`config.mk`:
```
export PLATFORM = sky130hd
export DESIGN_NAME = ttpt_mul
export DESIGN_NICKNAME = d
export VERILOG_FILES = /design/src/rtl/ttpt_pkg.sv /design/src/rtl/ttpt_mul.sv
export SDC_FILE = /design/constraint.sdc
export NUM_CORES = 1
export LEC_CHECK = 0
export BUFFER_PORTS_ARGS = -buffer_cell sky130_fd_sc_hd__clkbuf_2
export CORE_MARGIN = 4
export CORE_UTILIZATION = 52
export CTS_BUF_LIST = sky130_fd_sc_hd__clkbuf_4 sky130_fd_sc_hd__clkbuf_8 sky130_fd_sc_hd__clkbuf_16
export CTS_CLUSTER_SIZE = 20
export DETAILED_ROUTE_END_ITERATION = 8
export PLACE_DENSITY = 0.84
export RECOVER_POWER = 50
export SYNTH_ARGS = -nofsm -noshare
export SYNTH_HDL_FRONTEND = slang
export SYNTH_SLANG_ARGS = --single-unit
```
`constraint.sdc`:
```
create_clock -name clk -period 3.28 [get_ports clk]
set_clock_uncertainty 0.15 [all_clocks]
set_input_delay 0.164 -clock clk [delete_from_list [all_inputs] [get_ports clk]]
set_output_delay 0.164 -clock clk [all_outputs]
set_load 0.1 [all_outputs]
```
`src/rtl/ttpt_pkg.sv`:
```
// ----------------------------------------------------------------------------
// ttpt_pkg
// Shared types, constants and helpers of the turn profile tracker.
// ----------------------------------------------------------------------------
`timescale 1ns / 1ps
`default_nettype none

package ttpt_pkg;

    // datapath width of the serial arithmetic units
    localparam int DW    = 64;
    localparam int CNT_W = $clog2(DW + 1);

    // profile segment limit
    localparam int MAX_SEGMENTS = 4096;
    localparam int SEG_W        = $clog2(MAX_SEGMENTS);
    localparam logic [SEG_W-1:0] SEG_MAX = SEG_W'(MAX_SEGMENTS - 1);

    // fixed point constants
    localparam logic [DW-1:0] PI_2880_Q32 = 64'd4685083;
    localparam logic [DW-1:0] USEC        = 64'd1000000;
    localparam logic [DW-1:0] USEC2       = 64'd2000000;
    localparam logic [DW-1:0] ROUND_HALF  = 64'h0000_0000_8000_0000;
    localparam logic [23:0]   DUR_MAX     = 24'hFF_FFFF;

    // request codes
    localparam logic [1:0] REQ_START = 2'd0;
    localparam logic [1:0] REQ_TICK  = 2'd1;

    // configuration register indexes
    localparam logic [2:0] REG_TURN_ANGLE    = 3'd0;
    localparam logic [2:0] REG_CRUISE_VEL    = 3'd1;
    localparam logic [2:0] REG_MAX_ACCEL     = 3'd2;
    localparam logic [2:0] REG_TICK_PERIOD   = 3'd3;
    localparam logic [2:0] REG_HALF_BASE     = 3'd4;
    localparam logic [2:0] REG_POSITION_GAIN = 3'd5;
    localparam logic [2:0] REG_RPM_GAIN      = 3'd6;

    typedef struct packed {
        logic [1:0]         req_type;
        logic signed [15:0] gyro_yaw;
    } req_item_t;

    typedef struct packed {
        logic signed [15:0] left_rpm;
        logic signed [15:0] right_rpm;
        logic               finished;
    } rsp_item_t;

    // saturate a wide signed value to 16 bits
    function automatic logic signed [15:0] sat16(input logic signed [42:0] x);
        logic signed [15:0] r;
        if (x > 43'sd32767)
        begin
            r = 16'sh7FFF;
        end
        else if (x < -43'sd32768)
        begin
            r = -16'sh8000;
        end
        else
        begin
            r = x[15:0];
        end
        return r;
    endfunction

endpackage

`default_nettype wire

```
`src/rtl/ttpt_mul.sv`:
```
// ----------------------------------------------------------------------------
// ttpt_mul
// Bit-serial shift and add multiplier, one multiplier bit per cycle.
// ----------------------------------------------------------------------------
`timescale 1ns / 1ps
`default_nettype none

module ttpt_mul (
    input  wire logic                    clk,
    input  wire logic                    rst_n,
    input  wire logic                    start,
    input  wire logic [ttpt_pkg::DW-1:0] a,
    input  wire logic [ttpt_pkg::DW-1:0] b,
    output logic                         done,
    output logic [ttpt_pkg::DW-1:0]      prod
);

    logic [ttpt_pkg::DW-1:0] a_reg;
    logic [ttpt_pkg::DW-1:0] b_reg;
    logic [ttpt_pkg::DW-1:0] acc_reg;
    logic                    run_reg;
    logic                    done_reg;

    // shift multiplicand up, multiplier down, stop when multiplier is empty
    always_ff @(posedge clk or negedge rst_n)
    begin
        if (!rst_n)
        begin
            a_reg    <= '0;
            b_reg    <= '0;
            acc_reg  <= '0;
            run_reg  <= 1'b0;
            done_reg <= 1'b0;
        end
        else
        begin
            done_reg <= 1'b0;
            if (start)
            begin
                a_reg   <= a;
                b_reg   <= b;
                acc_reg <= '0;
                run_reg <= 1'b1;
            end
            else if (run_reg)
            begin
                if (b_reg == '0)
                begin
                    run_reg  <= 1'b0;
                    done_reg <= 1'b1;
                end
                else
                begin
                    if (b_reg[0])
                    begin
                        acc_reg <= acc_reg + a_reg;
                    end
                    a_reg <= a_reg << 1;
                    b_reg <= b_reg >> 1;
                end
            end
        end
    end

    assign done = done_reg;
    assign prod = acc_reg;

endmodule

`default_nettype wire

```
==> flow_summary.ini <==
[timing]
min_period_over_period_pct = 101
tightestPinTransition_ns = 1.63
hold_viol = 0
rsz0062_at_grt = yes
fin_ws_ns = -0.0321
fmax_mhz = 302
setup_tns_ns = -0.0321
slew_headroom_pct = -8.92
layout_min_cycle_time_ns = 3.31
setup_viol = 1
slew_violations = 61

[worst_setup_path]
critPathKind = register to register
endpoint_kind = register
crit_chain = ha_4 > inv_1 > fa_2 > nand2b_4 > a211oi_4 > o21a_1 > o41a_4 > nand4_4 > nand2_4 > a21oi_4 > o41ai_4 > a31oi_4 > or4_1 > nand3_1
critPathMaxFanout = 3
cp_slowest_cell = dfrtp_4
startpoint_type = register
cp_slowest_stage_delay_ns = 0.43
cp.arrival_ns = 3.55
critical_path_required_ns = 3.52

[final_layout]
nNetsFinal = 1923
drive_above_1_share_pct = 22.9
fillCellCount = 1730
area_delta_synth_final_pct = 32.9
layout.cells.non_filler = 2060
num_antenna_cells = 0
final_util_pct = 69.8

[power]
irDropWorstVdd_mv = 0.384
pwr-share-seq_pct = 28.1
clkPwrFrac_pct = 20.0
powerDensity_nw_per_um2 = 696
switching_share_pct = 47.9
power_switching_mw = 5.45
internal-power_mw = 5.92
leakagePower_nw = 7.80
p_comb_share_pct = 51.9

[placement]
place_congestion = 0.908
hpwl_um = 24500
place_ws_ns = -0.115
dp.cells = 1886
port_buffers = 195

[yosys]
ys_seq_area_share_pct = 39.5
synth_top_area_share_pct = 39.5
yosysMostFrequentCell = a21oi_1
synthCells = 1397
syn_nets = 1592
syn_area_per_cell_um2 = 8.80
ys_ff_latch = 194
synth_edf_count = 0
async_flop_share_pct = 100
synth.top_cells.by_area = dfrtp_1 (39%), mux2i_1 (11%), a21oi_1 (9.5%), ha_1 (6.4%), nor2_1 (5.4%)
netlist_area_um2 = 12300
synth_common_cells = a21oi_1 (233), dfrtp_1 (194), nor2_1 (176)
ys_types = 78
synth_flop_cell = dfrtp_1
synth_top_area_cell = dfrtp_1
yosysWarnings = 0

[clock_network]
clk_path_buf_depth = 2
cts-buffers-inserted = 17
clock-sinks = 194
htreeDepth = 4
root_buffer = clkbuf_16
clkLatencyLatePin_ns = 0.46
clk_pin_slew_worst_paths_ns = 0.09
cts_tree = yes

[min_path]
hold_class = input pin to register

[drt]
drc = 0
first_pass_iters = 5
drtAntennaViolNets = 0
drt_iter0_drc = 924
via_count = 12100
wl_per_cell_um = 18.5
routed_wirelength_um = 38200
via_per_inst = 5.86

[grt]
grt_pass1_wl_um = 61800
gr-total-overflow = 0
antenna_found_initial = 0
grt_max_degree = 125
grt_pass1_vias = 12100
grt.total_usage_pct = 28.7

[flow_run]
drv_cap = 1

[die]
dieWidth_um = 162
die_h_um = 162
start_util_pct = 52.6
die_area_um2 = 26200
coreArea_um2 = 23400
rows = 56
ios = 196

[outcome]
status = finished, violations left
violations = max-capacitance violations, max-slew violations, negative setup slack
[per-stage QoR]
step	instance area (µm²)	power (mW)	hold slack (ns)
floorplan	12500	7.29	-0.282
global placement	14100	8.56	0.0369
detailed placement	14100	8.65	0.0396
CTS	16100	11.1	0.131
global route	16300	11.9	0.173
finish	16300	11.4	0.151
[final cells by class]
cell class	instances	area, µm²	share of cell area (%)
Multi-Input combinational cell	1090	7410	45.3
Sequential cell	194	4940	30.2
Timing Repair Buffer	403	2860	17.5
Clock buffer	17	425	2.60
Tap cell	319	399	2.44
Clock inverter	15	220	1.35
Inverter	22	82.6	0.505
[layout by cell type, fill, tap and decap left out, drive strengths merged, types with 10 or more instances in the layout]
cell         count
nand2          137
inv             29
nor3            11
a21oi          236
dfrtp          194
o21ai           63
dlygate4sd3    129
a31oi           10
a21o            44
xnor2           29
nand3           15
ha              63
nand4           17
buf             76
nor2           176
nor4            20
clkbuf         215
xor2            24
mux2i          131
a211oi          10
[power by group through the flow]
stage / sequential [mW] / clock [mW] / combinational [mW]
2_1_floorplan: 4.62 / 0 / 2.67
3_3_place_gp: 3.20 / 0 / 5.37
3_5_place_dp: 3.22 / 0 / 5.43
4_1_cts: 3.18 / 2.30 / 5.67
5_1_grt: 3.24 / 2.41 / 6.28
6_report: 3.19 / 2.28 / 5.90
[worst paths after layout]
kind / endpoint / startpoint / depth (start not counted) / slack, ns
max: prod[56] / prod[0] / 14 / -0.03
min: b_reg[22] / start / 3 / 0.15
max reg2reg: prod[56] / prod[0] / 14 / -0.03
min reg2reg: prod[20] / prod[20] / 2 / 0.37
max in group asynchronous: prod[0] / rst_n / 3 / 0.54
min in group asynchronous: a_reg[25] / rst_n / 2 / 0.52
[per-layer routing]
metal	vias to the layer above	share of wire [%]	track usage (%)
met2	538	50	49.2
met1	5762	41	36.4
li1	5664	-	-
met3	110	6.3	5.10
met4	0	3.4	11.0
met5	-	0	0
[repair_timing]
item                                    CTS  global route
resized for setup                        12            41
hold buffers                            129             0
endpoints found under the setup margin    9            24
buffers inserted                          4             9
hold endpoints to repair                185             0
pin swaps                                 2            15
[worst max-delay path, delay by kind of cell, from the launching register on]
kind                     cells  cell delay (ns)
flip-flops                   1             0.43
adder cells (fa/ha/maj)      2             0.48
buffers and inverters        1             0.05
AND/OR/NAND/NOR              5             0.92
AO/OA/AOI/OAI                6             1.22
[cells by family after synthesis]
| kind of cell | after synthesis | synth area share [%] |
|---|---|---|
| flops | 194 | 39.5 |
| mux | 132 | 10.8 |
| fa+ha+maj | 64 | 6.57 |
| simple gates | 420 | 15.2 |
| xor+xnor | 53 | 3.77 |
| compound gates | 421 | 20.5 |
| buf+inv | 113 | 3.64 |
Note: power is estimated with default switching activity, not from simulation.
