[config.mk]
export PLATFORM = sky130hd
export DESIGN_NAME = ttpt_div
export DESIGN_NICKNAME = d
export VERILOG_FILES = /design/src/rtl/ttpt_pkg.sv /design/src/rtl/ttpt_div.sv
export SDC_FILE = /design/constraint.sdc
export NUM_CORES = 1
export LEC_CHECK = 0
export BUFFER_PORTS_ARGS = -buffer_cell sky130_fd_sc_hd__buf_4
export CORE_MARGIN = 4
export CORE_UTILIZATION = 58
export DETAILED_ROUTE_END_ITERATION = 8
export PLACE_DENSITY = 0.81
export RECOVER_POWER = 100
export SYNTH_ARGS = -nofsm -noshare
export SYNTH_HDL_FRONTEND = slang
export SYNTH_SLANG_ARGS = --single-unit
export TNS_END_PERCENT = 10
[constraint.sdc]
create_clock -name clk -period 4.32 [get_ports clk]
set_input_delay 0.216 -clock clk [delete_from_list [all_inputs] [get_ports clk]]
set_output_delay 0.216 -clock clk [all_outputs]
set_load 0.01 [all_outputs]
[src/rtl/ttpt_pkg.sv]
// ----------------------------------------------------------------------------
// ttpt_pkg
// Shared types, constants and helpers of the turn profile tracker.
// ----------------------------------------------------------------------------
`timescale 1ns / 1ps
`default_nettype none

package ttpt_pkg;

    // datapath width of the serial arithmetic units
    localparam int DW    = 64;
    localparam int CNT_W = $clog2(DW + 1);

    // profile segment limit
    localparam int MAX_SEGMENTS = 4096;
    localparam int SEG_W        = $clog2(MAX_SEGMENTS);
    localparam logic [SEG_W-1:0] SEG_MAX = SEG_W'(MAX_SEGMENTS - 1);

    // fixed point constants
    localparam logic [DW-1:0] PI_2880_Q32 = 64'd4685083;
    localparam logic [DW-1:0] USEC        = 64'd1000000;
    localparam logic [DW-1:0] USEC2       = 64'd2000000;
    localparam logic [DW-1:0] ROUND_HALF  = 64'h0000_0000_8000_0000;
    localparam logic [23:0]   DUR_MAX     = 24'hFF_FFFF;

    // request codes
    localparam logic [1:0] REQ_START = 2'd0;
    localparam logic [1:0] REQ_TICK  = 2'd1;

    // configuration register indexes
    localparam logic [2:0] REG_TURN_ANGLE    = 3'd0;
    localparam logic [2:0] REG_CRUISE_VEL    = 3'd1;
    localparam logic [2:0] REG_MAX_ACCEL     = 3'd2;
    localparam logic [2:0] REG_TICK_PERIOD   = 3'd3;
    localparam logic [2:0] REG_HALF_BASE     = 3'd4;
    localparam logic [2:0] REG_POSITION_GAIN = 3'd5;
    localparam logic [2:0] REG_RPM_GAIN      = 3'd6;

    typedef struct packed {
        logic [1:0]         req_type;
        logic signed [15:0] gyro_yaw;
    } req_item_t;

    typedef struct packed {
        logic signed [15:0] left_rpm;
        logic signed [15:0] right_rpm;
        logic               finished;
    } rsp_item_t;

    // saturate a wide signed value to 16 bits
    function automatic logic signed [15:0] sat16(input logic signed [42:0] x);
        logic signed [15:0] r;
        if (x > 43'sd32767)
        begin
            r = 16'sh7FFF;
        end
        else if (x < -43'sd32768)
        begin
            r = -16'sh8000;
        end
        else
        begin
            r = x[15:0];
        end
        return r;
    endfunction

endpackage

`default_nettype wire

[src/rtl/ttpt_div.sv]
// ----------------------------------------------------------------------------
// ttpt_div
// Restoring divider, one quotient bit per cycle.
// ----------------------------------------------------------------------------
`timescale 1ns / 1ps
`default_nettype none

module ttpt_div (
    input  wire logic                    clk,
    input  wire logic                    rst_n,
    input  wire logic                    start,
    input  wire logic [ttpt_pkg::DW-1:0] num,
    input  wire logic [ttpt_pkg::DW-1:0] den,
    output logic                         done,
    output logic [ttpt_pkg::DW-1:0]      quot
);

    logic [ttpt_pkg::DW-1:0]    n_reg;
    logic [ttpt_pkg::DW-1:0]    d_reg;
    logic [ttpt_pkg::DW-1:0]    r_reg;
    logic [ttpt_pkg::CNT_W-1:0] cnt_reg;
    logic                       run_reg;
    logic                       done_reg;
    logic [ttpt_pkg::DW:0]      r2;
    logic [ttpt_pkg::DW:0]      rsub;
    logic                       ge;

    // trial subtract of the shifted remainder
    always_comb
    begin
        r2   = {r_reg, n_reg[ttpt_pkg::DW-1]};
        rsub = r2 - {1'b0, d_reg};
        ge   = (r2 >= {1'b0, d_reg});
    end

    // quotient bits enter at the bottom as dividend bits leave the top
    always_ff @(posedge clk or negedge rst_n)
    begin
        if (!rst_n)
        begin
            n_reg    <= '0;
            d_reg    <= '0;
            r_reg    <= '0;
            cnt_reg  <= '0;
            run_reg  <= 1'b0;
            done_reg <= 1'b0;
        end
        else
        begin
            done_reg <= 1'b0;
            if (start)
            begin
                n_reg   <= num;
                d_reg   <= den;
                r_reg   <= '0;
                cnt_reg <= ttpt_pkg::CNT_W'(ttpt_pkg::DW);
                run_reg <= 1'b1;
            end
            else if (run_reg)
            begin
                r_reg   <= ge ? rsub[ttpt_pkg::DW-1:0] : r2[ttpt_pkg::DW-1:0];
                n_reg   <= {n_reg[ttpt_pkg::DW-2:0], ge};
                cnt_reg <= cnt_reg - 1'b1;
                if (cnt_reg == ttpt_pkg::CNT_W'(1))
                begin
                    run_reg  <= 1'b0;
                    done_reg <= 1'b1;
                end
            end
        end
    end

    assign done = done_reg;
    assign quot = n_reg;

endmodule

`default_nettype wire

==> flow_summary.json, run 1 <==
{
  "die_x_um": 157,
  "fp-row-count": 54,
  "critPathMaxFanout": 41,
  "drive_above_1_share": 0.110,
  "required_ps": 4710,
  "clk_path_buf_depth": 3,
  "syn_avg_cell_area_um2": 8.45,
  "grt_use_total": 0.300,
  "grt_pass1_wl_mm": 61.1,
  "worstSetupStartpointType": "flop",
  "synth-edff-count": 0,
  "netlist_instances": 1531,
  "clkLatencyLatePin_ps": 530,
  "p_per_area_nw_per_um2": 510,
  "drt-pass1-iter-count": 6,
  "core_area_um2": 21900,
  "ios": 196,
  "skew_ps": 15.3,
  "period_share": 0.924,
  "yosysUniqueCellTypes": 77,
  "synth_warnings": 0,
  "vias": 12300,
  "worstPathArrival_ps": 4380,
  "pre_cts_slack_ps": 547,
  "antenna_found_initial": 0,
  "report.final.slew_viol_count": 406,
  "outcome": "finished with violations",
  "max_freq_ghz": 0.250,
  "drt-total-wl_mm": 37.8,
  "max-cap-violations": 5,
  "final-hold-violation-count": 0,
  "grt_pass1_vias": 12300,
  "tritoncts": "yes",
  "setup_ws_ps": 326,
  "synth_ff_type": "dfrtp_1",
  "overflow": 0,
  "cts.clk_slew.worst_paths_ps": 60,
  "tightest_slew_ps": 2350,
  "min_path_type": "input pin to async pin",
  "layout_common_cells": "nand2_1, dfrtp_1, o21ai_0",
  "power_leakage_uw": 0.00796,
  "criticalPathCategory": "flop to flop",
  "syn-num-nets": 1729,
  "fp.dieArea_um2": 24800,
  "vdd_drop_max_mv": 0.261,
  "critPathCaptureType": "flop",
  "final_nets": 1985,
  "postCtsSetupBuffers": 0,
  "maxSlewHeadroom": -0.569,
  "yosysSeqAreaShare": 0.389,
  "setup_viol": 0,
  "rsz0062_at_grt": "false",
  "drt.antenna.violating_nets": 0,
  "ys_ff_latch": 201,
  "power.total_uw": 8230,
  "final_core_util": 0.737,
  "n_fill_cell": 1618,
  "start_util": 0.591,
  "hpwl_mm": 24.1,
  "syn_to_final_growth_pct": 24.7,
  "tns_ps": 0,
  "final_common_cell": "nand2_1",
  "portBuffers": 195,
  "gp_congestion": 0.959,
  "cts_inserted_buffers": 23,
  "post-route-drc-count": 0,
  "drtIter0Drc": 1099,
  "cts.sinks": 201,
  "post_drt_via_cell_ratio": 5.92,
  "dieHeight_um": 157,
  "wire_per_inst_um": 18.1,
  "synthArstFlopShare": 1.00,
  "syn_area_um2": 12900,
  "htree_levels": 1,
  "fin_crit_ps": 3990,
  "violations": "capacitance limit, slew limit",
  "cts_root_buf": "clkbuf_16",
  "grt_max_degree": 133
}
-- cells by family (layout without fill, tap and decap cells) --
| group | Yosys count | after routing | share of synthesized area |
|---|---|---|---|
| other | 0 | 1 | 0 |
| and+or+nand+nor | 502 | 502 | 0.167 |
| DFF | 201 | 201 | 0.389 |
| muxes | 67 | 67 | 0.0521 |
| buffers and inverters | 191 | 462 | 0.0629 |
| xor gates and xnor gates | 63 | 63 | 0.0426 |
| AOI/OAI and AO/OA | 440 | 440 | 0.221 |
| adders and majority gates | 67 | 67 | 0.0654 |
-- worst max-delay path, stage by stage, from the launching register on --
cell and delay (ps):
dfrtp_1 400, ha_1 470, nand4_1 250, nor4_1 400, nand4_1 160, or4_1 550, o21ai_0 310, o21bai_1 210
a21o_1 390, buf_12 280, nand2_1 110, a311oi_1 300
-- routing by layer --
layer	wire length (um)	up-vias	GRT usage	share of wire
met5	0	-	0	0
met4	1320	0	0.108	0.035
met3	2750	101	0.0591	0.073
met1	15700	5831	0.403	0.42
li1	-	5877	-	-
met2	18000	528	0.486	0.48
-- Yosys cell counts, types with 3 or more instances --
library cell	n	area share
buf_2	23	0.0089
a221oi_1	3	0.0020
clkbuf_1	62	0.018
nand3_1	12	0.0046
buf_6	7	0.0061
nor3_1	11	0.0043
a21o_1	35	0.020
a21oi_2	3	0.0020
o31ai_1	8	0.0046
a21oi_1	81	0.031
nor2_1	105	0.030
inv_1	87	0.025
xnor2_1	43	0.029
a311oi_1	47	0.032
a211oi_1	17	0.0099
o211ai_1	8	0.0046
or3_1	6	0.0029
and4_1	3	0.0020
dfrtp_1	201	0.39
xor2_1	20	0.014
a31oi_1	5	0.0024
buf_1	8	0.0023
buf_4	4	0.0023
o21bai_1	10	0.0058
mux2i_1	64	0.050
nand2b_1	5	0.0024
ha_1	66	0.064
and2_1	3	0.0015
a21boi_0	4	0.0023
o221ai_1	3	0.0020
nor2b_1	8	0.0039
a211o_1	5	0.0034
nand2_1	294	0.085
o21a_1	11	0.0064
nand4_1	29	0.014
nor4_1	6	0.0029
o21ai_1	9	0.0035
and3_1	6	0.0029
a211oi_2	3	0.0029
o21ai_0	161	0.062
-- where the power goes --
part | total (uW) | leakage (uW) | internal, uW | switching, uW
clock | 1930 | 0.000368 | 1140 | 798
sequential | 2460 | 0.00252 | 2200 | 261
combinational | 3830 | 0.00507 | 1560 | 2270
-- through the flow --
stage	cells	cell area, um2	hold slack, ps
after floorplan	1531	12900	-79.6
after global placement	1913	14400	417
after detailed placement	1913	14400	426
after CTS	2082	16400	220
after global routing	2082	16100	458
final	2083	16100	384
-- layout make-up --
| type | count | area [um2] | area share |
|---|---|---|---|
| antenna | 1 | 2.50 | 0.000155 |
| tap | 280 | 350 | 0.0217 |
| sequential | 201 | 5030 | 0.312 |
| clock inverter | 6 | 76.3 | 0.00473 |
| clock buffer | 34 | 667 | 0.0413 |
| multi-input combinational | 1139 | 7070 | 0.438 |
| inverter | 87 | 327 | 0.0202 |
| timing repair buffer | 335 | 2610 | 0.162 |
-- what timing repair did --
action | CTS | global route
hold buffers | 129 | 0
gates resized for setup | 0 | 0
endpoints found under the hold margin | 259 | 0
-- final timing paths --
check,startpoint,to,slack [ps],cells past startpoint
min in group clk,den[33],d_reg[33],450,4
hold reg to reg,d_reg[0],d_reg[0],510,1
hold / removal,rst_n,d_reg[51],380,2
setup reg to reg,r_reg[46],r_reg[10],330,11
setup / recovery,r_reg[46],r_reg[10],330,11
max in group asynchronous,rst_n,r_reg[12],1690,3
Note: power is estimated with default switching activity, not from simulation.
==> inputs of run 2 (changes only) <==
--- a/config.mk
+++ b/config.mk
@@ -9,8 +9,9 @@
 export CORE_MARGIN = 4
 export CORE_UTILIZATION = 58
 export DETAILED_ROUTE_END_ITERATION = 8
-export PLACE_DENSITY = 0.81
+export PLACE_DENSITY = 0.87
 export RECOVER_POWER = 100
+export SETUP_SLACK_MARGIN = 0.5
 export SYNTH_ARGS = -nofsm -noshare
 export SYNTH_HDL_FRONTEND = slang
 export SYNTH_SLANG_ARGS = --single-unit
==> run 2 against run 1 <==
Effect of this change:
- the flow still finishes with violations (capacitance limit, slew limit)
- clock power barely moved
- via count rose by 2.1%
- sequential power barely moved
- clock-buffer cell count fell by 3
- critical path depth rose by 3
- total power rose by 0.96%
- global-route usage rose by 0.79 points
- register-to-register slack improved by 40 ps
- sequential share of layout area did not move
- combinational power rose by 2%
- cell area did not move
- final cell count did not move
- largest power group unchanged
==> flow_summary.json, run 2 (synthesis results as in run 1) <==
{
  "final_nets": 1985,
  "grt_pass1_vias": 12600,
  "cts.clk_slew.worst_paths_ps": 70,
  "maxSlewHeadroom": -0.750,
  "layout_common_cells": "nand2_1, dfrtp_1, o21ai_0",
  "antenna_found_initial": 0,
  "overflow": 0,
  "wire_per_inst_um": 18.7,
  "fp-row-count": 54,
  "violations": "capacitance limit, slew limit",
  "final-hold-violation-count": 0,
  "max_freq_ghz": 0.253,
  "setup_ws_ps": 368,
  "critPathMaxFanout": 32,
  "tritoncts": "yes",
  "post_drt_via_cell_ratio": 6.05,
  "max-cap-violations": 3,
  "dp.cells": 1912,
  "power_leakage_uw": 0.00797,
  "grt_use_total": 0.308,
  "rsz0062_at_grt": "true",
  "clk_path_buf_depth": 3,
  "final_common_cell": "nand2_1",
  "criticalPathCategory": "flop to flop",
  "htree_levels": 1,
  "die_x_um": 157,
  "vdd_drop_max_mv": 0.317,
  "grt_pass1_wl_mm": 62.8,
  "grt_max_degree": 176,
  "portBuffers": 195,
  "clkLatencyLatePin_ps": 520,
  "post-route-drc-count": 0,
  "start_util": 0.591,
  "pre_cts_slack_ps": 608,
  "fin_crit_ps": 3950,
  "tns_ps": 0,
  "drt.antenna.violating_nets": 0,
  "antenna_cells": 0,
  "ios": 196,
  "cts.sinks": 201,
  "p_per_area_nw_per_um2": 515,
  "hpwl_mm": 24.4,
  "vias": 12600,
  "cts_inserted_buffers": 22,
  "final_cells": 2083,
  "core_area_um2": 21900,
  "critPathCaptureType": "flop",
  "fp.dieArea_um2": 24800,
  "skew_ps": 18.5,
  "drt-pass1-iter-count": 6,
  "worstSetupStartpointType": "flop",
  "outcome": "finished with violations",
  "hold_ws_ps": 446,
  "setup_viol": 0,
  "min_path_type": "input pin to flop",
  "tightest_slew_ps": 2620,
  "drtIter0Drc": 880,
  "rrSetupSlack_ps": 370,
  "cts_root_buf": "clkbuf_16",
  "drive_above_1_share": 0.111,
  "worstPathArrival_ps": 4320,
  "required_ps": 4690,
  "gp_congestion": 0.951,
  "syn_to_final_growth_pct": 24.7,
  "drt-total-wl_mm": 38.9,
  "period_share": 0.915,
  "report.final.slew_viol_count": 339,
  "dieHeight_um": 157
}
run 2: changes by cell type in the layout (fill, tap and decap cells not counted), sizes merged:
cell | previous run | this run
diode | 1 | 0
inv | 89 | 88
clkinv | 3 | 5
bufinv | 1 | 2
clkinvlp | 0 | 1
clkbuf | 108 | 101
buf | 132 | 137
run 2: through the flow:
stage	util	cell area, um2	power (uW)
final	0.737	16100	8300
after global routing	0.737	16100	8820
after CTS	0.750	16400	8260
after detailed placement	0.658	14400	6210
after global placement	0.658	14400	6110
after floorplan	-	12900	5260
run 2: what timing repair did:
| action | CTS | global route |
|---|---|---|
| setup endpoints to repair | 0 | 60 |
| gates resized for setup | 0 | 3 |
| hold endpoints to repair | 226 | 0 |
| hold buffers | 129 | 0 |
| buffers inserted | 0 | 2 |
run 2: final cells by class:
class	count	area [um2]
Timing Repair Buffer	336	2630
Inverter	87	327
Tap cell	280	350
Fill cell	1557	5750
Multi-Input combinational cell	1139	7060
Sequential cell	201	5030
Clock buffer	31	624
Clock inverter	9	113
run 2: final timing paths:
kind / startpoint / endpoint / cells past startpoint
setup reg to reg: d_reg[1] / r_reg[60] / 14
min in group asynchronous: rst_n / quot[8] / 2
setup / recovery: d_reg[1] / r_reg[60] / 14
hold reg to reg: d_reg[0] / d_reg[0] / 1
hold / removal: den[23] / d_reg[23] / 4
max in group asynchronous: rst_n / d_reg[16] / 3
run 2: routing by layer:
layer | vias to the layer above | share of wire | GRT usage
li1 | 5858 | - | -
met1 | 5999 | 0.41 | 0.408
met2 | 628 | 0.48 | 0.511
met3 | 108 | 0.080 | 0.0583
met4 | 0 | 0.032 | 0.104
met5 | - | 0 | 0
run 2: power breakdown:
part | switching, uW | internal [uW] | leakage, uW | total (uW)
combinational | 2330 | 1570 | 0.00508 | 3910
clock | 804 | 1130 | 0.000361 | 1940
sequential | 258 | 2200 | 0.00252 | 2460
total | 3390 | 4910 | 0.00797 | 8300
run 2: worst max-delay path: stages (launching register included):
cell,delay (ps)
dfrtp_1,370
inv_1,70
ha_1,310
nor2b_1,160
o211ai_1,310
a211oi_1,120
nor3_1,650
nor4_1,160
nor3_2,330
a21oi_2,170
a21o_1,370
buf_12,240
nand3_1,90
o21ai_1,90
a2111oi_2,350
