$ cat src/rtl/ttpt_pkg.sv
// ----------------------------------------------------------------------------
// ttpt_pkg
// Shared types, constants and helpers of the turn profile tracker.
// ----------------------------------------------------------------------------
`timescale 1ns / 1ps
`default_nettype none

package ttpt_pkg;

    // datapath width of the serial arithmetic units
    localparam int DW    = 64;
    localparam int CNT_W = $clog2(DW + 1);

    // profile segment limit
    localparam int MAX_SEGMENTS = 4096;
    localparam int SEG_W        = $clog2(MAX_SEGMENTS);
    localparam logic [SEG_W-1:0] SEG_MAX = SEG_W'(MAX_SEGMENTS - 1);

    // fixed point constants
    localparam logic [DW-1:0] PI_2880_Q32 = 64'd4685083;
    localparam logic [DW-1:0] USEC        = 64'd1000000;
    localparam logic [DW-1:0] USEC2       = 64'd2000000;
    localparam logic [DW-1:0] ROUND_HALF  = 64'h0000_0000_8000_0000;
    localparam logic [23:0]   DUR_MAX     = 24'hFF_FFFF;

    // request codes
    localparam logic [1:0] REQ_START = 2'd0;
    localparam logic [1:0] REQ_TICK  = 2'd1;

    // configuration register indexes
    localparam logic [2:0] REG_TURN_ANGLE    = 3'd0;
    localparam logic [2:0] REG_CRUISE_VEL    = 3'd1;
    localparam logic [2:0] REG_MAX_ACCEL     = 3'd2;
    localparam logic [2:0] REG_TICK_PERIOD   = 3'd3;
    localparam logic [2:0] REG_HALF_BASE     = 3'd4;
    localparam logic [2:0] REG_POSITION_GAIN = 3'd5;
    localparam logic [2:0] REG_RPM_GAIN      = 3'd6;

    typedef struct packed {
        logic [1:0]         req_type;
        logic signed [15:0] gyro_yaw;
    } req_item_t;

    typedef struct packed {
        logic signed [15:0] left_rpm;
        logic signed [15:0] right_rpm;
        logic               finished;
    } rsp_item_t;

    // saturate a wide signed value to 16 bits
    function automatic logic signed [15:0] sat16(input logic signed [42:0] x);
        logic signed [15:0] r;
        if (x > 43'sd32767)
        begin
            r = 16'sh7FFF;
        end
        else if (x < -43'sd32768)
        begin
            r = -16'sh8000;
        end
        else
        begin
            r = x[15:0];
        end
        return r;
    endfunction

endpackage

`default_nettype wire

$ cat src/rtl/ttpt_sqrt.sv
// ----------------------------------------------------------------------------
// ttpt_sqrt
// Integer square root, two radicand bits per cycle.
// ----------------------------------------------------------------------------
`timescale 1ns / 1ps
`default_nettype none

module ttpt_sqrt (
    input  wire logic                    clk,
    input  wire logic                    rst_n,
    input  wire logic                    start,
    input  wire logic [ttpt_pkg::DW-1:0] x,
    output logic                         done,
    output logic [ttpt_pkg::DW-1:0]      root
);

    logic [ttpt_pkg::DW-1:0] x_reg;
    logic [ttpt_pkg::DW-1:0] r_reg;
    logic [ttpt_pkg::DW-1:0] bit_reg;
    logic                    run_reg;
    logic                    done_reg;
    logic [ttpt_pkg::DW:0]   trial;
    logic                    ge;

    // compare the remainder against root plus current bit
    always_comb
    begin
        trial = {1'b0, r_reg} + {1'b0, bit_reg};
        ge    = ({1'b0, x_reg} >= trial);
    end

    always_ff @(posedge clk or negedge rst_n)
    begin
        if (!rst_n)
        begin
            x_reg    <= '0;
            r_reg    <= '0;
            bit_reg  <= '0;
            run_reg  <= 1'b0;
            done_reg <= 1'b0;
        end
        else
        begin
            done_reg <= 1'b0;
            if (start)
            begin
                x_reg   <= x;
                r_reg   <= '0;
                bit_reg <= ttpt_pkg::DW'(1) << (ttpt_pkg::DW - 2);
                run_reg <= 1'b1;
            end
            else if (run_reg)
            begin
                if (bit_reg == '0)
                begin
                    run_reg  <= 1'b0;
                    done_reg <= 1'b1;
                end
                else
                begin
                    if (ge)
                    begin
                        x_reg <= x_reg - trial[ttpt_pkg::DW-1:0];
                        r_reg <= (r_reg >> 1) + bit_reg;
                    end
                    else
                    begin
                        r_reg <= r_reg >> 1;
                    end
                    bit_reg <= bit_reg >> 2;
                end
            end
        end
    end

    assign done = done_reg;
    assign root = r_reg;

endmodule

`default_nettype wire

$ cat config.mk
export PLATFORM = sky130hd
export DESIGN_NAME = ttpt_sqrt
export DESIGN_NICKNAME = d
export VERILOG_FILES = /design/src/rtl/ttpt_pkg.sv /design/src/rtl/ttpt_sqrt.sv
export SDC_FILE = /design/constraint.sdc
export NUM_CORES = 1
export LEC_CHECK = 0
export BUFFER_PORTS_ARGS = -buffer_cell sky130_fd_sc_hd__buf_2
export CELL_PAD_IN_SITES_DETAIL_PLACEMENT = 1
export CELL_PAD_IN_SITES_GLOBAL_PLACEMENT = 1
export CORE_UTILIZATION = 46
export DETAILED_ROUTE_END_ITERATION = 12
export PLACE_DENSITY_LB_ADDON = 0.05
export SLEW_MARGIN = 20
export SYNTH_ARGS = -nofsm -noshare
export SYNTH_HDL_FRONTEND = slang
export SYNTH_SLANG_ARGS = --single-unit
$ cat constraint.sdc
create_clock -name clk -period 6.3 [get_ports clk]
set_input_delay 0.315 -clock clk [delete_from_list [all_inputs] [get_ports clk]]
set_output_delay 0.315 -clock clk [all_outputs]
set_load 0.03 [all_outputs]
==> flow_summary_export.csv, run 1 <==
group,metric,value,unit
clock_tree,cts_made_buffers,17,
routing,drt_iter0_drc,1085,
setup_path,critPathSlowestCell,"o311a_2",
floorplanning,rows,67,
setup_path,cp-startpoint,"bit_reg[0]",
clock_tree,htreeDepth,4,
setup_path,endpoint,"x_reg[51]",
grt,grt_pass1_vias,16563,
logic_synthesis,synthFlopType,"dfrtp_1",
final_layout,final_nets,2403,
logic_synthesis,syn-cell-area,0.0159,mm2
flow_run,maxCapViolCount,0,
floorplanning,io_pins,132,
setup_path,critPathBufInv,3,
clock_tree,clk_pin_slew,0.08,ns
routing,vias_per_cell,6.26,
floorplanning,core-area,0.0338,mm2
logic_synthesis,syn_nets,2286,
placement,place_congestion,0.975,
logic_synthesis,ys_async_sr_fraction,100,%
timing,fmax,167,MHz
logic_synthesis,synth_area_per_cell,7.63,um2
grt,grt_start_max_net_pins,83,
timing,fin_setup_tns,0,ns
final_layout,area_growth,13.2,%
final_layout,fin_util,53.4,%
setup_path,r2r_cells,25,
routing,drtPass1Iterations,7,
setup_path,cp.arrival,6.33,ns
logic_synthesis,synth_edf_count,0,
routing,vias,16680,
final_layout,drive_gt1_share,13.9,%
grt,grt_overflow,0,
final_layout,fillers,4292,
clock_tree,cts_tree,"built",
floorplanning,start_util,47.1,%
routing,route.detailed.wl_per_inst,22.4,um
setup_path,r2r_end,"x_reg[51]",
timing,worst_slack,0.321,ns
setup_path,crit_fanout,33,
placement,place_ws,0.135,ns
pwr,vdd_ir_drop_max,262,uV
timing,skew,0.0142,ns
logic_synthesis,synth_area_leader_cell,"dfrtp_1",
placement,dp_hpwl,46.5,mm
timing,drv_slew,0,
logic_synthesis,ys_seq_elements,162,
logic_synthesis,ys_seq_area_share,25.5,%
timing,worst_pin_slew,1.03,ns
setup_path,path_depth,25,
clock_tree,clock_sinks,162,
timing,slew_headroom,29.6,%
floorplanning,die_y,188,um
pwr,power.density,420,mW/mm2
timing,hold_viol,0,
clock_tree,cts_buffer_depth,2,
clock_tree,clockRootBuffer,"clkbuf_16",
setup_path,slowest_delay,0.46,ns
placement,port_buffers,131,
timing,hold_ws,0.112,ns
logic_synthesis,ys_types,78,
timing,setup_viol,0,
logic_synthesis,synth_most_common_cell,"nand2_1",
logic_synthesis,synth_top_area_share,25.5,%
min_path,hp-class,"in -> reg",
setup_path,timing.rr.start,"bit_reg[0]",
grt,grtUsageTotal,33.9,%
grt,antenna_found_initial,1,
pwr,leakagePower,7.64,nW
setup_path,crit_family,"compound AO/OA/AOI/OAI gates",
logic_synthesis,synthTopCellsByArea,"dfrtp_1 25%, ha_1 10%, nand2_1 6.9%",
setup_path,worstSetupEndpointType,"flip-flop",
logic_synthesis,synth_common_cells,"294 x nand2_1, 188 x a21oi_1, 177 x o21ai_0",
floorplanning,die_w,188,um
status,status,"completed",
floorplanning,dieArea,0.0354,mm2
timing,post-route-min-period,5.98,ns
routing,routed_wl,59.7,mm
logic_synthesis,synth_warnings,0,
setup_path,start_kind,"flip-flop",
routing,ant_nets,0,
grt,grt_pass1_wl,94.3,mm
clock_tree,worstSkewPairLatency,0.46,ns
routing,drcViolationCount,0,
timing,min_period_over_period,94.9,%
setup_path,cp_data_required_time,6.65,ns
setup_path,reg2reg_slack,0.32,ns
logic_synthesis,netlist_instances,2088,
setup_path,critPathKind,"reg -> reg",
[where the power goes]
| part | switching (mW) | total [mW] | internal [mW] | leakage [nW] |
|---|---|---|---|---|
| logic | 3.04 | 4.91 | 1.87 | 5.27 |
| registers | 0.285 | 1.59 | 1.30 | 2.10 |
| clock network | 0.491 | 1.07 | 0.584 | 0.266 |
| total | 3.82 | 7.57 | 3.75 | 7.64 |
[what timing repair did]
action,CTS,global route
hold buffers,1,0
gates resized for setup,0,26
buffers inserted,0,3
endpoints found under the hold margin,73,0
endpoints found under the setup margin,0,128
[worst register-to-register path, cell delays in order, from the launching register on]
cell and delay [ns]:
dfrtp_1 0.42, ha_1 0.22, ha_1 0.23, a21o_1 0.20, a31oi_1 0.31, o221a_2 0.28, o21ai_0 0.16, a211o_1 0.35
a21oi_1 0.21, nor2b_1 0.09, o211a_1 0.21, o21ai_0 0.22, xor2_1 0.22, ha_1 0.36, a21oi_1 0.17, o21ai_0 0.16
a21oi_2 0.28, o221ai_1 0.19, a221oi_2 0.24, inv_1 0.13, buf_4 0.15, o311a_2 0.46, buf_12 0.21, nand2_1 0.07
mux2i_1 0.06, a221o_1 0.26
[kinds of logic after synthesis]
logic type	count (synthesis)	synth area share, %
flip-flops	162	25.5
AND/OR/NAND/NOR	726	21.0
adder cells (fa/ha/maj)	131	10.3
XOR/XNOR	167	9.19
buffers and inverters	167	4.46
AO/OA/AOI/OAI	710	28.0
multiplexers	25	1.57
[per-layer routing]
metal  global-route usage, %  vias up  routed length (um)
met5                       0        -                   0
met4                    10.7        0                1670
met3                    5.63       68                3400
met2                    51.1      543               25500
met1                    49.1     8208               29100
li1                        -     7861                   -
[layout by cell type (no fill, tap or decap), types with 54 or more instances in the layout]
master and count:
nand2_1 294, a21oi_1 186, nor2_1 171, o21ai_0 168, dfrtp_1 162, ha_1 129, buf_2 129, xnor2_1 95
buf_4 94, xor2_1 71, a31oi_1 62, nand4_1 54
[worst min-delay path by stage]
stage	from	endpoint	slack [ns]	cells past startpoint
2_1_floorplan	rst_n	bit_reg[0]	0.02	0
3_3_place_gp	rst_n	x_reg[14]	0.43	1
3_5_place_dp	rst_n	x_reg[12]	0.44	1
4_1_cts	x[50]	x_reg[50]	0.1	3
5_1_grt	x[51]	x_reg[51]	0.11	2
6_report	x[50]	x_reg[50]	0.11	3
[through the flow]
stage / instance area (um2) / std cells / total power [mW]
2_1_floorplan: 15900 / 2088 / 4.96
3_3_place_gp: 17300 / 2630 / 6.26
3_5_place_dp: 17300 / 2630 / 6.38
4_1_cts: 17900 / 2661 / 7.49
5_1_grt: 18000 / 2664 / 8.13
6_report: 18000 / 2665 / 7.57
[layout make-up]
cell class	instances	area (um2)	share of cell area [%]
clock buffer	19	433	2.40
sequential	162	4050	22.5
tap	448	561	3.11
multi-input combinational	1759	11300	62.5
inverter	36	135	0.749
timing repair buffer	229	1450	8.06
antenna	1	2.50	0.0139
clock inverter	11	131	0.729
No activity file was read; power rests on OpenSTA's default activity.
==> run 2: changes to the inputs <==
- CORE_UTILIZATION: 46 -> 42
- clock period: 6.3 -> 5.5 ns (I/O delays scaled with it)
==> flow_summary_export.csv, run 2 (synthesis results as in run 1) <==
group,metric,value,unit
placement,place_congestion,0.956,
final_layout,diodes,0,
floorplanning,io_pins,132,
routing,ant_nets,0,
floorplanning,rows,70,
pwr,p_int,5.41,mW
routing,routed_wl,67.4,mm
floorplanning,core-area,0.0370,mm2
timing,rsz0062_at_grt,"yes",
grt,grt_start_max_net_pins,92,
timing,slew_headroom,31.3,%
routing,route.detailed.wl_per_inst,23.0,um
setup_path,cp_data_required_time,5.91,ns
setup_path,crit_fanout,6,
floorplanning,die_y,197,um
timing,skew,0.0238,ns
placement,port_buffers,131,
pwr,swShare,48.6,%
setup_path,reg2reg_slack,-0.07,ns
grt,grtUsageTotal,34.6,%
clock_tree,clockRootBuffer,"clkbuf_16",
setup_path,slowest_delay,0.47,ns
setup_path,critPathKind,"reg -> reg",
clock_tree,cts_buffer_depth,2,
timing,fmax,180,MHz
min_path,hp-class,"in -> reg",
setup_path,critPathSlowestCell,"or4_4",
setup_path,crit_family,"simple AND/OR/NAND/NOR gates",
pwr,pwr-share-seq,17.5,%
timing,hold_viol,0,
routing,drtPass1Iterations,5,
flow_run,maxCapViolCount,0,
setup_path,start_kind,"flip-flop",
final_layout,finalInstanceArea,0.0206,mm2
timing,post-route-min-period,5.57,ns
pwr,clkPwrFrac,11.8,%
pwr,p_switching,5.12,mW
timing,setup_viol,10,
pwr,p_comb_share,70.7,%
routing,drt_iter0_drc,1144,
pwr,vdd_ir_drop_max,244,uV
floorplanning,die_w,197,um
timing,min_period_over_period,101,%
grt,antenna_found_initial,0,
grt,grt_pass1_wl,103,mm
pwr,leakagePower,8.88,nW
final_layout,drive_gt1_share,25.2,%
status,status,"finished with violations",
clock_tree,clk_pin_slew,0.08,ns
status,violations,"negative setup slack",
placement,dpl_cell_area,0.0187,mm2
clock_tree,htreeDepth,4,
setup_path,timing.rr.start,"root[24]",
setup_path,r2r_cells,28,
setup_path,worstSetupEndpointType,"flip-flop",
clock_tree,cts_made_buffers,17,
floorplanning,start_util,43.1,%
min_path,worstHoldStart,"x[50]",
routing,vias,17680,
final_layout,area_growth,29.5,%
clock_tree,cts_tree,"built",
routing,drcViolationCount,0,
floorplanning,dieArea,0.0387,mm2
clock_tree,worstSkewPairLatency,0.48,ns
clock_tree,clock_sinks,162,
min_path,min_path_cells,3,
pwr,power.total,10.5,mW
setup_path,critPathBufInv,9,
min_path,min_to,"x_reg[50]",
placement,dp_hpwl,50.5,mm
timing,drv_slew,0,
final_layout,final_nets,2610,
timing,worst_slack,-0.0707,ns
final_layout,final_cell_mix,"286 x nand2_1, 269 x buf_4, 172 x a21oi_1",
setup_path,r2r_end,"root[31]",
final_layout,final_common_cell,"nand2_1",
pwr,power.density,511,mW/mm2
setup_path,cp.arrival,5.98,ns
timing,worst_pin_slew,1.02,ns
grt,grt_pass1_vias,17818,
routing,vias_per_cell,6.04,
grt,grt_overflow,0,
[run 2: cell types whose count changed in the layout (fill, tap and decap cells not counted), sizes merged]
cell / previous run / this run
clkbuf: 19 / 23
clkinvlp: 3 / 1
bufinv: 2 / 1
diode: 1 / 0
inv: 39 / 41
clkinv: 3 / 5
bufbuf: 0 / 1
buf: 228 / 429
o311a: 2 / 3
[run 2: cell type report]
cell class / instances / area, um2
inverter: 36 / 135
sequential: 162 / 4060
multi-input combinational: 1760 / 11900
clock inverter: 12 / 124
clock buffer: 19 / 453
fill: 4572 / 16300
tap: 504 / 631
timing repair buffer: 435 / 3350
[run 2: through the flow]
stage               std cells  utilization [%]  setup TNS (ns)  worst slack, ns  hold slack (ns)
finish                   2928             55.8          -0.175          -0.0707           0.0619
global route             2928             55.8          -22.95           -0.327           0.0591
CTS                      2915             54.5          -0.372           -0.109           0.0366
detailed placement       2849             50.7          -75.53           -0.781            0.461
global placement         2849             50.7          -57.35           -0.685            0.461
floorplan                2088                -               0           0.0184          -0.0206
[run 2: worst register-to-register path, delay by kind of cell (launching register included)]
kind,cells,cell delay [ns]
compound gates,8,1.45
fa+ha+maj,2,0.64
flops,1,0.43
xor+xnor,1,0.15
simple gates,8,1.55
buf+inv,9,1.29
[run 2: how the worst max path moves through the flow]
| stage | to | start | depth (start not counted) |
|---|---|---|---|
| 4_1_cts | root[31] | root[20] | 25 |
| 6_report | root[31] | root[24] | 28 |
| 3_3_place_gp | root[8] | root[24] | 25 |
| 3_5_place_dp | root[8] | root[6] | 27 |
| 2_1_floorplan | x_reg[54] | root[22] | 23 |
| 5_1_grt | root[31] | root[24] | 28 |
[run 2: what timing repair did]
action / in CTS / in global routing
endpoints found under the setup margin: 128 / 128
setup buffers: 28 / 10
cloned: 7 / 4
endpoints found under the hold margin: 62 / 0
hold buffers: 1 / 0
resized for setup: 101 / 76
pin swaps: 44 / 37
[run 2: layer usage]
metal / vias to the layer above / wire [um] / GRT usage [%]
met2: 519 / 30000 / 53.2
met3: 85 / 3440 / 4.72
met5: - / 0 / 0
met4: 0 / 1410 / 9.33
met1: 8796 / 32600 / 50.4
li1: 8280 / - / -
[run 2: power groups by stage]
stage / clock network, mW / registers, mW / logic, mW
after floorplan: 0 / 1.75 / 3.93
after detailed placement: 0 / 1.82 / 6.22
after CTS: 1.26 / 1.82 / 6.95
after global placement: 0 / 1.82 / 6.08
final: 1.24 / 1.84 / 7.45
after global routing: 1.30 / 1.86 / 7.97
